**config.mk**
```make
export PLATFORM = sky130hd
export DESIGN_NAME = byte_stuffed_frame_builder
export DESIGN_NICKNAME = d
export VERILOG_FILES = /design/src/rtl/core/bsfb_pkg.sv /design/src/rtl/core/bsfb_encoder.sv /design/src/rtl/core/bsfb_out_queue.sv /design/src/rtl/core/byte_stuffed_frame_builder.sv
export SDC_FILE = /design/constraint.sdc
export NUM_CORES = 1
export LEC_CHECK = 0
export BUFFER_PORTS_ARGS = -buffer_cell sky130_fd_sc_hd__buf_2
export CAP_MARGIN = 40
export CORE_ASPECT_RATIO = 1.1
export CORE_MARGIN = 3
export CORE_UTILIZATION = 49
export DETAILED_ROUTE_END_ITERATION = 6
export PLACE_DENSITY = 0.67
export SETUP_SLACK_MARGIN = 0.2
export SLEW_MARGIN = 20
export SYNTH_ARGS = -nofsm -noshare
export SYNTH_HDL_FRONTEND = slang
export SYNTH_HIERARCHICAL = 1
export SYNTH_SLANG_ARGS = --single-unit
export TNS_END_PERCENT = 1
```
**constraint.sdc**
```tcl
create_clock -name clk -period 5.85 [get_ports clk]
set_input_delay 0.585 -clock clk [delete_from_list [all_inputs] [get_ports clk]]
set_output_delay 0.585 -clock clk [all_outputs]
set_load 0.05 [all_outputs]
```
**src/rtl/core/bsfb_pkg.sv**
```systemverilog
// Shared types, constants and helper functions for the byte-stuffed frame builder.
// Used by every module under rtl/core; depends on nothing else.
package bsfb_pkg;

    localparam int ByteW   = 8;
    localparam int MaxOut  = 6;
    localparam int CntW    = $clog2(MaxOut + 1);
    localparam int CfgIdxW = 3;

    typedef logic [ByteW-1:0]   byte_t;
    typedef logic [CntW-1:0]    cnt_t;
    typedef logic [CfgIdxW-1:0] cfg_idx_t;

    // Register indexes of the configuration port.
    localparam cfg_idx_t RegFlag      = 3'd0;
    localparam cfg_idx_t RegAddress   = 3'd1;
    localparam cfg_idx_t RegEscape    = 3'd2;
    localparam cfg_idx_t RegFlagSub   = 3'd3;
    localparam cfg_idx_t RegEscapeSub = 3'd4;

    localparam byte_t FlagReset      = 8'd126;
    localparam byte_t AddressReset   = 8'd3;
    localparam byte_t EscapeReset    = 8'd125;
    localparam byte_t FlagSubReset   = 8'd94;
    localparam byte_t EscapeSubReset = 8'd93;

    typedef struct packed {
        byte_t payload_byte;
        byte_t ctrl_value;
        logic  last_payload;
    } sfb_in_t;

    typedef struct packed {
        byte_t line_byte;
        logic  frame_end;
    } sfb_out_t;

    typedef struct packed {
        byte_t flag_value;
        byte_t address_value;
        byte_t escape_value;
        byte_t flag_substitute;
        byte_t escape_substitute;
    } sfb_cfg_t;

    // All line bytes caused by one item, first byte in slot 0.
    typedef struct packed {
        logic [MaxOut-1:0][ByteW-1:0] bytes;
        cnt_t                         count;
        logic                         close;
    } sfb_burst_t;

    // Status of the output queue as seen by the input side.
    typedef struct packed {
        logic empty;
        logic final_taken;
    } sfb_q_status_t;

    typedef struct packed {
        logic  two;
        byte_t b0;
        byte_t b1;
    } sfb_stuffed_t;

    // The flag comparison wins when flag and escape are equal.
    function automatic sfb_stuffed_t stuff_byte(input byte_t b, input sfb_cfg_t cfg);
        sfb_stuffed_t s;
        s.two = 1'b0;
        s.b0  = b;
        s.b1  = cfg.escape_substitute;
        if (b == cfg.flag_value)
        begin
            s.two = 1'b1;
            s.b0  = cfg.escape_value;
            s.b1  = cfg.flag_substitute;
        end
        else if (b == cfg.escape_value)
        begin
            s.two = 1'b1;
            s.b0  = cfg.escape_value;
            s.b1  = cfg.escape_substitute;
        end
        return s;
    endfunction

endpackage

```
**src/rtl/core/bsfb_encoder.sv**
```systemverilog
// Frame state and per-item byte list generation for the frame builder.
// Depends on bsfb_pkg.
module bsfb_encoder
    import bsfb_pkg::*;
(
    input  logic       clk,
    input  logic       rst_n,
    input  logic       accept,
    input  sfb_in_t    item,
    input  sfb_cfg_t   cfg,
    output sfb_burst_t burst
);

    logic  inside_frame_reg;
    logic  inside_frame_next;
    byte_t check_accum_reg;
    byte_t check_accum_next;

    always_comb
    begin
        sfb_stuffed_t sd;
        sfb_stuffed_t sc;
        cnt_t         pos;
        byte_t        check_new;

        check_new = check_accum_reg ^ item.payload_byte;
        sd        = stuff_byte(item.payload_byte, cfg);
        sc        = stuff_byte(check_new, cfg);

        burst.bytes = '0;
        burst.close = 1'b0;
        pos         = '0;

        if (!inside_frame_reg)
        begin
            burst.bytes[0] = cfg.flag_value;
            burst.bytes[1] = cfg.address_value;
            burst.bytes[2] = item.ctrl_value;
            burst.bytes[3] = item.ctrl_value ^ cfg.address_value;
            pos            = cnt_t'(4);
        end

        burst.bytes[pos] = sd.b0;
        pos              = pos + cnt_t'(1);
        if (sd.two)
        begin
            burst.bytes[pos] = sd.b1;
            pos              = pos + cnt_t'(1);
        end

        // A last mark on the opening byte is ignored; the frame stays open.
        if (inside_frame_reg && item.last_payload)
        begin
            burst.bytes[pos] = sc.b0;
            pos              = pos + cnt_t'(1);
            if (sc.two)
            begin
                burst.bytes[pos] = sc.b1;
                pos              = pos + cnt_t'(1);
            end
            burst.bytes[pos] = cfg.flag_value;
            pos              = pos + cnt_t'(1);
            burst.close      = 1'b1;
        end
        burst.count = pos;

        inside_frame_next = inside_frame_reg;
        check_accum_next  = check_accum_reg;
        if (accept)
        begin
            if (!inside_frame_reg)
            begin
                inside_frame_next = 1'b1;
                check_accum_next  = item.payload_byte;
            end
            else if (item.last_payload)
            begin
                inside_frame_next = 1'b0;
                check_accum_next  = '0;
            end
            else
            begin
                check_accum_next = check_new;
            end
        end
    end

    always_ff @(posedge clk or negedge rst_n)
    begin
        if (!rst_n)
        begin
            inside_frame_reg <= 1'b0;
            check_accum_reg  <= '0;
        end
        else
        begin
            inside_frame_reg <= inside_frame_next;
            check_accum_reg  <= check_accum_next;
        end
    end

endmodule

```
**src/rtl/core/bsfb_out_queue.sv**
```systemverilog
// Output shift register that holds one item's line bytes and sends one per cycle while the line does not stall.
// Depends on bsfb_pkg.
module bsfb_out_queue
    import bsfb_pkg::*;
(
    input  logic          clk,
    input  logic          rst_n,
    input  logic          load,
    input  sfb_burst_t    burst,
    output logic          line_valid,
    input  logic          line_stall,
    output sfb_out_t      line,
    output sfb_q_status_t status
);

    logic [MaxOut-1:0][ByteW-1:0] slots_reg;
    logic [MaxOut-1:0][ByteW-1:0] slots_next;
    cnt_t                         cnt_reg;
    cnt_t                         cnt_next;
    logic                         close_reg;
    logic                         close_next;
    logic                         take;

    assign line_valid         = (cnt_reg != '0);
    assign take               = line_valid && !line_stall;
    assign line.line_byte     = slots_reg[0];
    assign line.frame_end     = close_reg && (cnt_reg == cnt_t'(1));
    assign status.empty       = !line_valid;
    assign status.final_taken = take && (cnt_reg == cnt_t'(1));

    always_comb
    begin
        slots_next = slots_reg;
        cnt_next   = cnt_reg;
        close_next = close_reg;
        if (load)
        begin
            slots_next = burst.bytes;
            cnt_next   = burst.count;
            close_next = burst.close;
        end
        else if (take)
        begin
            for (int i = 0; i < MaxOut - 1; i++)
            begin
                slots_next[i] = slots_reg[i+1];
            end
            cnt_next = cnt_reg - cnt_t'(1);
        end
    end

    always_ff @(posedge clk or negedge rst_n)
    begin
        if (!rst_n)
        begin
            cnt_reg   <= '0;
            close_reg <= 1'b0;
        end
        else
        begin
            cnt_reg   <= cnt_next;
            close_reg <= close_next;
        end
    end

    always_ff @(posedge clk)
    begin
        slots_reg <= slots_next;
    end

`ifndef SYNTHESIS
    a_load_when_free: assert property (@(posedge clk) disable iff (!rst_n)
        load |-> (cnt_reg == '0) || (take && cnt_reg == cnt_t'(1)))
        else $error("queue loaded while bytes still pending");
    a_cnt_bound: assert property (@(posedge clk) disable iff (!rst_n)
        cnt_reg <= cnt_t'(MaxOut))
        else $error("queue count beyond capacity");
    a_take_counts_down: assert property (@(posedge clk) disable iff (!rst_n)
        take && !load |=> cnt_reg == $past(cnt_reg) - cnt_t'(1))
        else $error("queue count did not step down after a byte left");
`endif

endmodule

```
**src/rtl/core/byte_stuffed_frame_builder.sv**
```systemverilog
// Byte-stuffed frame builder, top level: config registers, encoder and output queue.
// The first line byte of an item is valid in the cycle after the item is accepted.
// An item causes 1 to 6 line bytes; the output queue drains one byte per cycle while the
// line does not stall, and takes the next item as its final byte leaves.
// Reset: registers return to their defaults, no frame is open, check byte is zero,
// and the output queue is empty.
module byte_stuffed_frame_builder
    import bsfb_pkg::*;
(
    input  logic     clk,
    input  logic     rst_n,
    input  logic     cfg_wen,
    input  cfg_idx_t cfg_index,
    input  byte_t    cfg_data,
    input  logic     data_valid,
    output logic     data_stall,
    input  sfb_in_t  data,
    output logic     line_valid,
    input  logic     line_stall,
    output sfb_out_t line
);

    // Configuration registers. The user must write them only while the block is idle; the block
    // does not enforce this, and the encoder uses them directly at accept time.
    sfb_cfg_t cfg_reg;
    sfb_cfg_t cfg_next;

    sfb_burst_t    burst;
    sfb_q_status_t q_status;
    logic          accept;

    always_comb
    begin
        cfg_next = cfg_reg;
        if (cfg_wen)
        begin
            case (cfg_index)
                RegFlag:      cfg_next.flag_value        = cfg_data;
                RegAddress:   cfg_next.address_value     = cfg_data;
                RegEscape:    cfg_next.escape_value      = cfg_data;
                RegFlagSub:   cfg_next.flag_substitute   = cfg_data;
                RegEscapeSub: cfg_next.escape_substitute = cfg_data;
                default:      cfg_next = cfg_reg;
            endcase
        end
    end

    always_ff @(posedge clk or negedge rst_n)
    begin
        if (!rst_n)
        begin
            cfg_reg.flag_value        <= FlagReset;
            cfg_reg.address_value     <= AddressReset;
            cfg_reg.escape_value      <= EscapeReset;
            cfg_reg.flag_substitute   <= FlagSubReset;
            cfg_reg.escape_substitute <= EscapeSubReset;
        end
        else
        begin
            cfg_reg <= cfg_next;
        end
    end

    // An item is taken when the queue is empty, or when its final byte leaves
    // in this same cycle, so single-byte items stream at one per cycle while the line does not stall.
    assign data_stall = !(q_status.empty || q_status.final_taken);
    assign accept     = data_valid && !data_stall;

    bsfb_encoder u_encoder (
        .clk    (clk),
        .rst_n  (rst_n),
        .accept (accept),
        .item   (data),
        .cfg    (cfg_reg),
        .burst  (burst)
    );

    bsfb_out_queue u_out_queue (
        .clk        (clk),
        .rst_n      (rst_n),
        .load       (accept),
        .burst      (burst),
        .line_valid (line_valid),
        .line_stall (line_stall),
        .line       (line),
        .status     (q_status)
    );

endmodule

```
# ---- Word-level counts from Yosys, hierarchy flattened
# Index checks and enable logic that the tools add are counted.
dict set report word_totals {
  ff_bits 101
  in_bits 33
  output_inout_bits 11
  word_cells 102
}
dict set report op_classes {
  add_sub_neg 6
  n_lt_le_gt_ge 10
  n_eq_ne 9
  n_mux 38
  n_bitwise 2
  reduce_logical 22
}
# cell count
set op_table {}
lappend op_table {{$bwmux W48} 5}
lappend op_table {{$mux W48} 4}
lappend op_table {{$demux W8 S3} 5}
lappend op_table {{$mux W40} 2}
lappend op_table {{$mux W17} 4}
lappend op_table {{$mux W8} 7}
lappend op_table {{$eq A8 B8 Y1} 4}
lappend op_table {{$mux W32} 1}
lappend op_table {{$mux W3} 7}
lappend op_table {{$lt A3 B4 Y1 const B} 5}
lappend op_table {{$xor A8 B8 Y8} 2}
lappend op_table {{$add A3 B1 Y3 const B} 5}
lappend op_table {{$ge A3 B1 Y1 const B} 5}
lappend op_table {{$logic_and A1 B1 Y1} 10}
lappend op_table {{$reduce_and A2 Y1} 5}
lappend op_table {{$eq A3 B1 Y1 const B} 2}
lappend op_table {{$eq A3 B2 Y1 const B} 2}
lappend op_table {{$eq A3 B3 Y1 const B} 1}
lappend op_table {{$logic_not A1 Y1} 3}
lappend op_table {{$logic_not A3 Y1} 1}
lappend op_table {{$mux W1} 3}
lappend op_table {{$reduce_bool A3 Y1} 1}
lappend op_table {{$sub A3 B1 Y3 const B} 1}
lappend op_table {{$reduce_bool A2 Y1} 1}
lappend op_table {{$logic_or A1 B1 Y1} 1}

# ---- Longest topological paths before layout
# Gate-level depths: netlist of the first run.
dict set report depth {
  word_depth 15
  mapped_depth 14
  ltp_nobuf 11
}

# ---- By module
# The synthesis of the first run kept the hierarchy.
# mod instances cells_each area_each_um2 seq_area_each_um2
set by_module_without_submodules {}
lappend by_module_without_submodules {bsfb_encoder 1 406 3175.5 225.2}
lappend by_module_without_submodules {bsfb_out_queue 1 129 2272.2 1541.5}
lappend by_module_without_submodules {byte_stuffed_frame_builder 1 90 1571.5 1031.0}

# ---- Least setup slack after synthesis of the first run
# Ideal clock, no wire load.
dict set report synth_path {
  path_type {in2reg}
  from {input port data[12] (netlist bit)}
  to {register u_out_queue/slots_reg[24] (netlist bit), data pin}
  setup_ns 0.260
  arrival_time_ns 3.801
  required_ns 5.590
  setup_slack_ns 1.789
  path_stages 12
  n_path_buf 4
  cell_sequence {buf_2 -> xnor3_1 -> nand4_1 -> nor4_4 -> nor2_2 -> buf_2 -> buf_2 -> ha_1 -> clkbuf_1 -> a21oi_1 -> a221o_1 -> mux2_2}
}
# item line
set synth_rtl {}
lappend synth_rtl {{start, declared} byte_stuffed_frame_builder.sv:17} ;# input sfb_in_t data,
lappend synth_rtl {{end signal, assigned} bsfb_out_queue.sv:68} ;# slots_reg <= slots_next;
lappend synth_rtl {{end, declared} bsfb_out_queue.sv:16} ;# logic [MaxOut-1:0][ByteW-1:0] slots_reg;

==> key figures, run 1 <==
Logic synthesis
  • Yosys top cell area share: 0.205
  • Area contributors post-synth: edfxtp_1 (21%), mux2_2 (13%), dfrtp_1 (10%)
  • Yosys cell types: 69
  • Mapped Cells: 625
  • Synth area leader: edfxtp_1
  • Synth Flop Type: edfxtp_1
  • Warnings, synthesis: 6
  • Async set-reset flop share out of synthesis: 0.525
  • Seq/Total Area, Yosys: 0.399
  • Post-Syn Area per Cell: roughly 11 sq um
  • Count of state elements after synthesis: 101
  • Syn Std Cell Area: 0.00702 sq mm
  • Syn_nets: 669
  • Number of flops mapped to enable cells by yosys: 48

Worst setup path
  • Critical Path Source Type: flop
  • Worst path arrival time: 4.44 ns
  • WS Path Type: reg -> reg
  • Worst EP required: 5.96 ns
  • Crit path max fanout: 15
  • Critical path endpoint category: flop

Drt
  • Vias: around 5,200
  • Post-Route WL: 18,700 microns
  • Via-per-instance ratio: 6.27
  • TritonRoute pass-1 iters: 6
  • Drt first-iter violations: 595
  • DRC viols: 0
  • Antenna-violating nets left: 0
  • Average wire per standard cell: roughly 23 microns

Die
  • Core Area: around 0.014 sq mm
  • Die X: 120 microns
  • Die footprint: ~0.016 sq mm
  • Std-Cell Rows: 45
  • IO Pins: 44
  • Initial Utilization: 0.505
  • DIE HEIGHT: 132 microns

Final layout
  • Fin cells: 825
  • NumNets Final: 676
  • N_diodes: 0
  • Layout area overhead: 8.11%
  • Fraction of layout cells with a size suffix above 1: 0.301

Timing
  • Setup_tns: 0 ns
  • Final hold viol count: 0
  • Rel. slew slack: 0.489
  • RSZ-0062 raised after global routing: false
  • Fin crit period: 4.33 ns
  • F_max: between 200 and 250 MHz
  • Clock Skews: around 0.0090 ns
  • Least-Margin Pin Slew: 0.763 ns
  • Final Setup Violations: 0
  • Final Slew Violations: 0
  • Tcrit/Tclk final: 0.740

Power and ir drop
  • Clock share of power: 0.166
  • Leakage power: 2.81 nW
  • Internal power: between 2 and 2.5 mW
  • NetSw: between 1 and 1.5 mW
  • VDD IR max: between 0.2 and 0.25 mV
  • Logic pwr share: 0.439
  • Sw frac: 0.399
  • Power density cells: between 400 and 500 mW/mm^2
  • Flop pwr share: 0.395

Global routing
  • Largest net degree at the start of global routing: 77
  • Antenna violations before repair: 0
  • First-pass GRT wire length: 29,500 microns
  • Overall routing resource usage: 0.242
  • Global route overflow: 0
  • Vias in the first global route: 5,116

Clock network
  • Clock slew at reported path FFs: roughly 0.07 ns
  • CTS Hold Bufs: 0
  • Clock root buffer: clkbuf_16
  • TritonCTS clock tree: done
  • Post-CTS setup buffer count: 0
  • Num Clock Sinks: 101
  • Clock buffer depth: 2
  • Clk_lat worst skew: ~0.36 ns
  • H-tree levels: 3
  • Num CTS Buffers: 9
  • Post-CTS sizing: 0

Placed design
  • Input/output buffers: 43
  • Placed insts: 807
  • Post-DP HPWL: 14,300 microns
  • Final GP Congestion: 0.928

Min path
  • Hold WC Path Type: in -> async

Run
  • Max_cap viols: 0

Outcome
  • Outcome: complete, no violations
==> per-layer routing <==
layer | share of wire | GRT usage
met5 | 0 | 0
met4 | 0.036 | 0.103
met3 | 0.057 | 0.0418
met2 | 0.48 | 0.391
met1 | 0.43 | 0.319
==> cell type report <==
cell class | count | area [sq um]
inverters | 13 | 48.8
repair buffers | 55 | 338
flip-flops and latches | 101 | 2800
clock buffers | 10 | 239
well taps | 188 | 235
clock inverters | 6 | 48.8
fillers | 1217 | 6320
multi-input cells | 452 | 3880
==> final timing paths <==
check / endpoint / slack (ns) / cells past startpoint / from
min reg2reg: u_out_queue/close_reg / 0.51 / 1 / u_out_queue/close_reg
max: u_out_queue/slots_reg[10] / 1.52 / 11 / cfg_reg[35]
max reg2reg: u_out_queue/slots_reg[10] / 1.52 / 11 / cfg_reg[35]
max in group asynchronous: u_out_queue/cnt_reg[1] / 5.04 / 2 / rst_n
min: cfg_reg[32] / 0.34 / 2 / rst_n
min in group clk: u_out_queue/close_reg / 0.51 / 1 / u_out_queue/close_reg
==> metrics by stage <==
step	util	setup WS (ns)	hold WS, ns	area [sq um]	power, mW
2_1_floorplan	-	1.79	0.289	7020	2.50
3_3_place_gp	0.521	1.48	0.485	7250	2.81
3_5_place_dp	0.522	1.36	0.500	7270	2.88
4_1_cts	0.543	1.56	0.366	7550	3.46
5_1_grt	0.546	1.29	0.409	7590	3.66
6_report	0.546	1.52	0.342	7590	3.47
==> cell families (layout without fill, tap and decap cells) <==
logic type                 count (synthesis)  in the layout  share of synthesized area
and+or+nand+nor                          132            132                      0.106
xor gates and xnor gates                  49             49                     0.0873
adders and majority gates                 11             11                     0.0196
buffers and inverters                     72             84                     0.0512
AOI/OAI and AO/OA                        141            141                      0.153
muxes                                    119            119                      0.184
DFF                                      101            101                      0.399
==> cell usage after synthesis, drive strengths merged, types with 8 or more instances <==
cell type	n
nand4	9
xor2	8
nor2	33
a32o	8
ha	11
edfxtp	48
buf	32
nand2	47
inv	11
o21ai	26
o22ai	14
xnor2	29
mux2i	37
a221oi	8
mux2	82
o221ai	19
o211ai	8
dfstp	24
dfrtp	29
a21oi	13
xnor3	12
clkbuf	27
==> critical path, stage by stage (launching register included) <==
cell and delay [ns]:
dfstp_2 0.71, xnor2_1 0.15, nand4_1 0.21, o22ai_2 0.20
buf_4 0.26, inv_1 0.22, ha_1 0.66, inv_1 0.28
nor4b_4 0.77, mux2i_1 0.27, a21oi_1 0.06, mux2_2 0.27
==> power by group through the flow <==
stage / Sequential (mW) / Combinational, mW / Clock (mW)
finish: 1.37 / 1.52 / 0.574
global route: 1.41 / 1.64 / 0.616
CTS: 1.37 / 1.51 / 0.587
detailed placement: 1.39 / 1.49 / 0
global placement: 1.37 / 1.44 / 0
floorplan: 1.24 / 1.26 / 0
==> layout by cell type, fill, tap and decap left out, types with 3 or more instances in the layout <==
| cell | count |
|---|---|
| o2bb2ai_1 | 7 |
| a22oi_1 | 5 |
| a221oi_1 | 8 |
| nand2b_1 | 7 |
| o221ai_1 | 19 |
| dfstp_2 | 24 |
| xnor2_1 | 28 |
| o31ai_1 | 5 |
| clkinv_4 | 3 |
| a221o_1 | 7 |
| a21oi_1 | 13 |
| xnor3_1 | 12 |
| o21ai_0 | 23 |
| a32o_1 | 8 |
| nand3b_1 | 3 |
| nor4b_4 | 3 |
| mux2_2 | 81 |
| nor2_1 | 32 |
| nand4_1 | 9 |
| dfrtp_1 | 29 |
| or4_1 | 3 |
| mux2i_1 | 37 |
| inv_1 | 12 |
| ha_1 | 11 |
| a21o_1 | 3 |
| clkbuf_16 | 9 |
| buf_4 | 10 |
| o211ai_1 | 8 |
| edfxtp_1 | 48 |
| o21ai_1 | 3 |
| nor2b_1 | 5 |
| buf_2 | 43 |
| xor2_1 | 8 |
| a31oi_1 | 3 |
| o22ai_1 | 13 |
| nand2_1 | 47 |
| nand3_1 | 5 |
No activity file was read; power rests on OpenSTA's default activity.
==> run 2: changes to the inputs <==
--- a/config.mk
+++ b/config.mk
@@ -11,7 +11,7 @@
 export CORE_MARGIN = 3
 export CORE_UTILIZATION = 49
 export DETAILED_ROUTE_END_ITERATION = 6
-export PLACE_DENSITY = 0.67
+export PLACE_DENSITY = 0.69
 export SETUP_SLACK_MARGIN = 0.2
 export SLEW_MARGIN = 20
 export SYNTH_ARGS = -nofsm -noshare
==> constraint.sdc (replaced) <==
create_clock -name clk -period 3.6 [get_ports clk]
set_input_delay 0.36 -clock clk [delete_from_list [all_inputs] [get_ports clk]]
set_output_delay 0.36 -clock clk [all_outputs]
set_load 0.05 [all_outputs]
==> run 2 against run 1 <==
Final area grew 2.2%. Highest routed layer unchanged. Clock power grew 66%. Critical path depth shrank 2. Largest power group unchanged. Clock skew shrank 0.0014 ns. Sequential share of layout area shrank 0.78 points. Largest cell class unchanged. Routed wire length shrank 1.2%. Core utilization grew 1.2 points.
==> key figures, run 2 (same netlist as run 1, synthesis figures left out) <==
Outcome
  • Outcome: complete, no violations

Global routing
  • Antenna violations before repair: 0
  • Global route overflow: 0
  • First-pass GRT wire length: between 20,000 and 30,000 microns
  • Vias in the first global route: 5,167
  • Overall routing resource usage: 0.236
  • Largest net degree at the start of global routing: 50

Worst setup path
  • CP max-delay cell: dfstp_2
  • Critical Path Source Type: flop
  • CP top delay family: compound AO/OA/AOI/OAI gates
  • Critical path depth: 9
  • Worst Path Buf+Inv: 1
  • Crit path cell chain: xnor2_1, nand4_1, o22ai_2, inv_1, ha_1, o2bb2ai_1, a21oi_1, a221o_1, mux2_2
  • Worst path arrival time: 3.30 ns
  • R2R cell count: 9
  • Crit path largest cell delay: ~0.59 ns
  • Crit path max fanout: 8
  • Worst EP required: 3.70 ns
  • WS Path Type: reg -> reg
  • Critical path endpoint category: flop

Min path
  • Hold WC Path Type: in -> async

Power and ir drop
  • Internal power: ~3.5 mW
  • Final Power: 5.70 mW
  • Sw frac: 0.392
  • Leakage power: between 2 and 3 nW
  • Power density cells: 735 mW/mm^2
  • NetSw: 2.24 mW
  • Clock share of power: 0.167
  • VDD IR max: 0.314 mV
  • Flop pwr share: 0.385
  • Logic pwr share: 0.448

Final layout
  • Util after Layout: 0.557
  • Fraction of layout cells with a size suffix above 1: 0.327
  • N_diodes: 0
  • NumNets Final: 694
  • Layout area overhead: 10.4%
  • Most frequent cells in the layout: mux2_2 (81), edfxtp_1 (48), nand2_1 (47), buf_2 (43), mux2i_1 (37)
  • Most common cell after layout, fill and taps aside: mux2_2

Clock network
  • Clk_lat worst skew: 0.36 ns
  • Num Clock Sinks: approximately 100
  • TritonCTS clock tree: done
  • Clock slew at reported path FFs: 0.07 ns
  • Num CTS Buffers: 9
  • H-tree levels: 3
  • CTS Hold Bufs: 0
  • Clock root buffer: clkbuf_16
  • Clock buffer depth: 2

Drt
  • TritonRoute pass-1 iters: 5
  • DRC viols: 0
  • Wire length on met2: 9090 microns
  • DR top layer: met4
  • Average wire per standard cell: between 20 and 25 microns
  • Post-Route WL: 18,500 microns
  • Vias: between 5,000 and 6,000
  • Antenna-violating nets left: 0
  • Via-per-instance ratio: approximately 6.3
  • Met3 WL: 1080 microns
  • Drt first-iter violations: 764
  • WL met1: just under 8000 microns

Run
  • Max_cap viols: 0

Placed design
  • Pre-CTS setup slack: 0.289 ns
  • Final GP Congestion: 0.947
  • Post-DP HPWL: 14,100 microns
  • Input/output buffers: between 40 and 50

Die
  • Die footprint: 0.0158 sq mm
  • DIE HEIGHT: 132 microns
  • IO Pins: 44
  • Std-Cell Rows: 45
  • Die X: 120 microns
  • Core Area: roughly 0.014 sq mm
  • Initial Utilization: 0.505

Timing
  • Fin crit period: 3.20 ns
  • Tcrit/Tclk final: 0.888
  • Final Setup Violations: 0
  • Rel. slew slack: 0.508
  • RSZ-0062 raised after global routing: false
  • Setup_tns: 0 ns
  • Final Slew Violations: 0
  • Worst setup margin: about 0.4 ns
  • F_max: 313 MHz
  • Least-Margin Pin Slew: 0.737 ns
  • Final hold viol count: 0
  • Clock Skews: 0.00757 ns
==> run 2: worst reg2reg max path, stage by stage, from the launching register on <==
cell and delay (ns):
dfstp_2 0.59, xnor2_1 0.14, nand4_1 0.18, o22ai_2 0.30
inv_1 0.16, ha_1 0.33, o2bb2ai_1 0.24, a21oi_1 0.33
a221o_1 0.40, mux2_2 0.28
==> run 2: repair_timing <==
action                                 in CTS  in global routing
setup endpoints to repair                   0                 15
resized for setup                           0                  3
setup buffers                               0                  5
endpoints found under the hold margin       0                  0
==> run 2: layout make-up <==
| type | count | area, sq um |
|---|---|---|
| Tap cell | 188 | 235 |
| Timing Repair Buffer | 73 | 469 |
| Inverter | 13 | 48.8 |
| Fill cell | 1219 | 6150 |
| Clock inverter | 2 | 15.0 |
| Sequential cell | 101 | 2800 |
| Clock buffer | 14 | 277 |
| Multi-Input combinational cell | 452 | 3910 |
==> run 2: final timing paths <==
kind	start	slack [ns]	end
max in group asynchronous	rst_n	2.74	cfg_reg[34]
max	cfg_reg[35]	0.40	u_out_queue/slots_reg[25]
min	rst_n	0.03	cfg_reg[27]
min in group clk	cfg_data[1]	0.29	cfg_reg[17]
min reg2reg	u_out_queue/close_reg	0.50	u_out_queue/close_reg
max reg2reg	cfg_reg[35]	0.40	u_out_queue/slots_reg[25]
==> run 2: power groups by stage <==
stage | clock network (mW) | logic [mW] | registers, mW
2_1_floorplan | 0 | 2.08 | 2.02
3_3_place_gp | 0 | 2.42 | 2.21
3_5_place_dp | 0 | 2.47 | 2.24
4_1_cts | 0.966 | 2.49 | 2.22
5_1_grt | 1.01 | 2.75 | 2.25
6_report | 0.951 | 2.55 | 2.20
==> run 2: per-layer routing <==
metal  global-route usage  up-vias
li1                     -     2410
met1                0.311     2621
met2                0.387      207
met3               0.0387       34
met4               0.0891        0
met5                    0        -
==> run 2: stage by stage <==
step | instance area (sq um) | hold WS (ns) | cells
floorplan | 7090 | 0.0644 | 625
global placement | 7410 | 0.398 | 822
detailed placement | 7410 | 0.419 | 822
CTS | 7700 | 0.0401 | 838
global route | 7750 | 0.0596 | 843
finish | 7750 | 0.0256 | 843
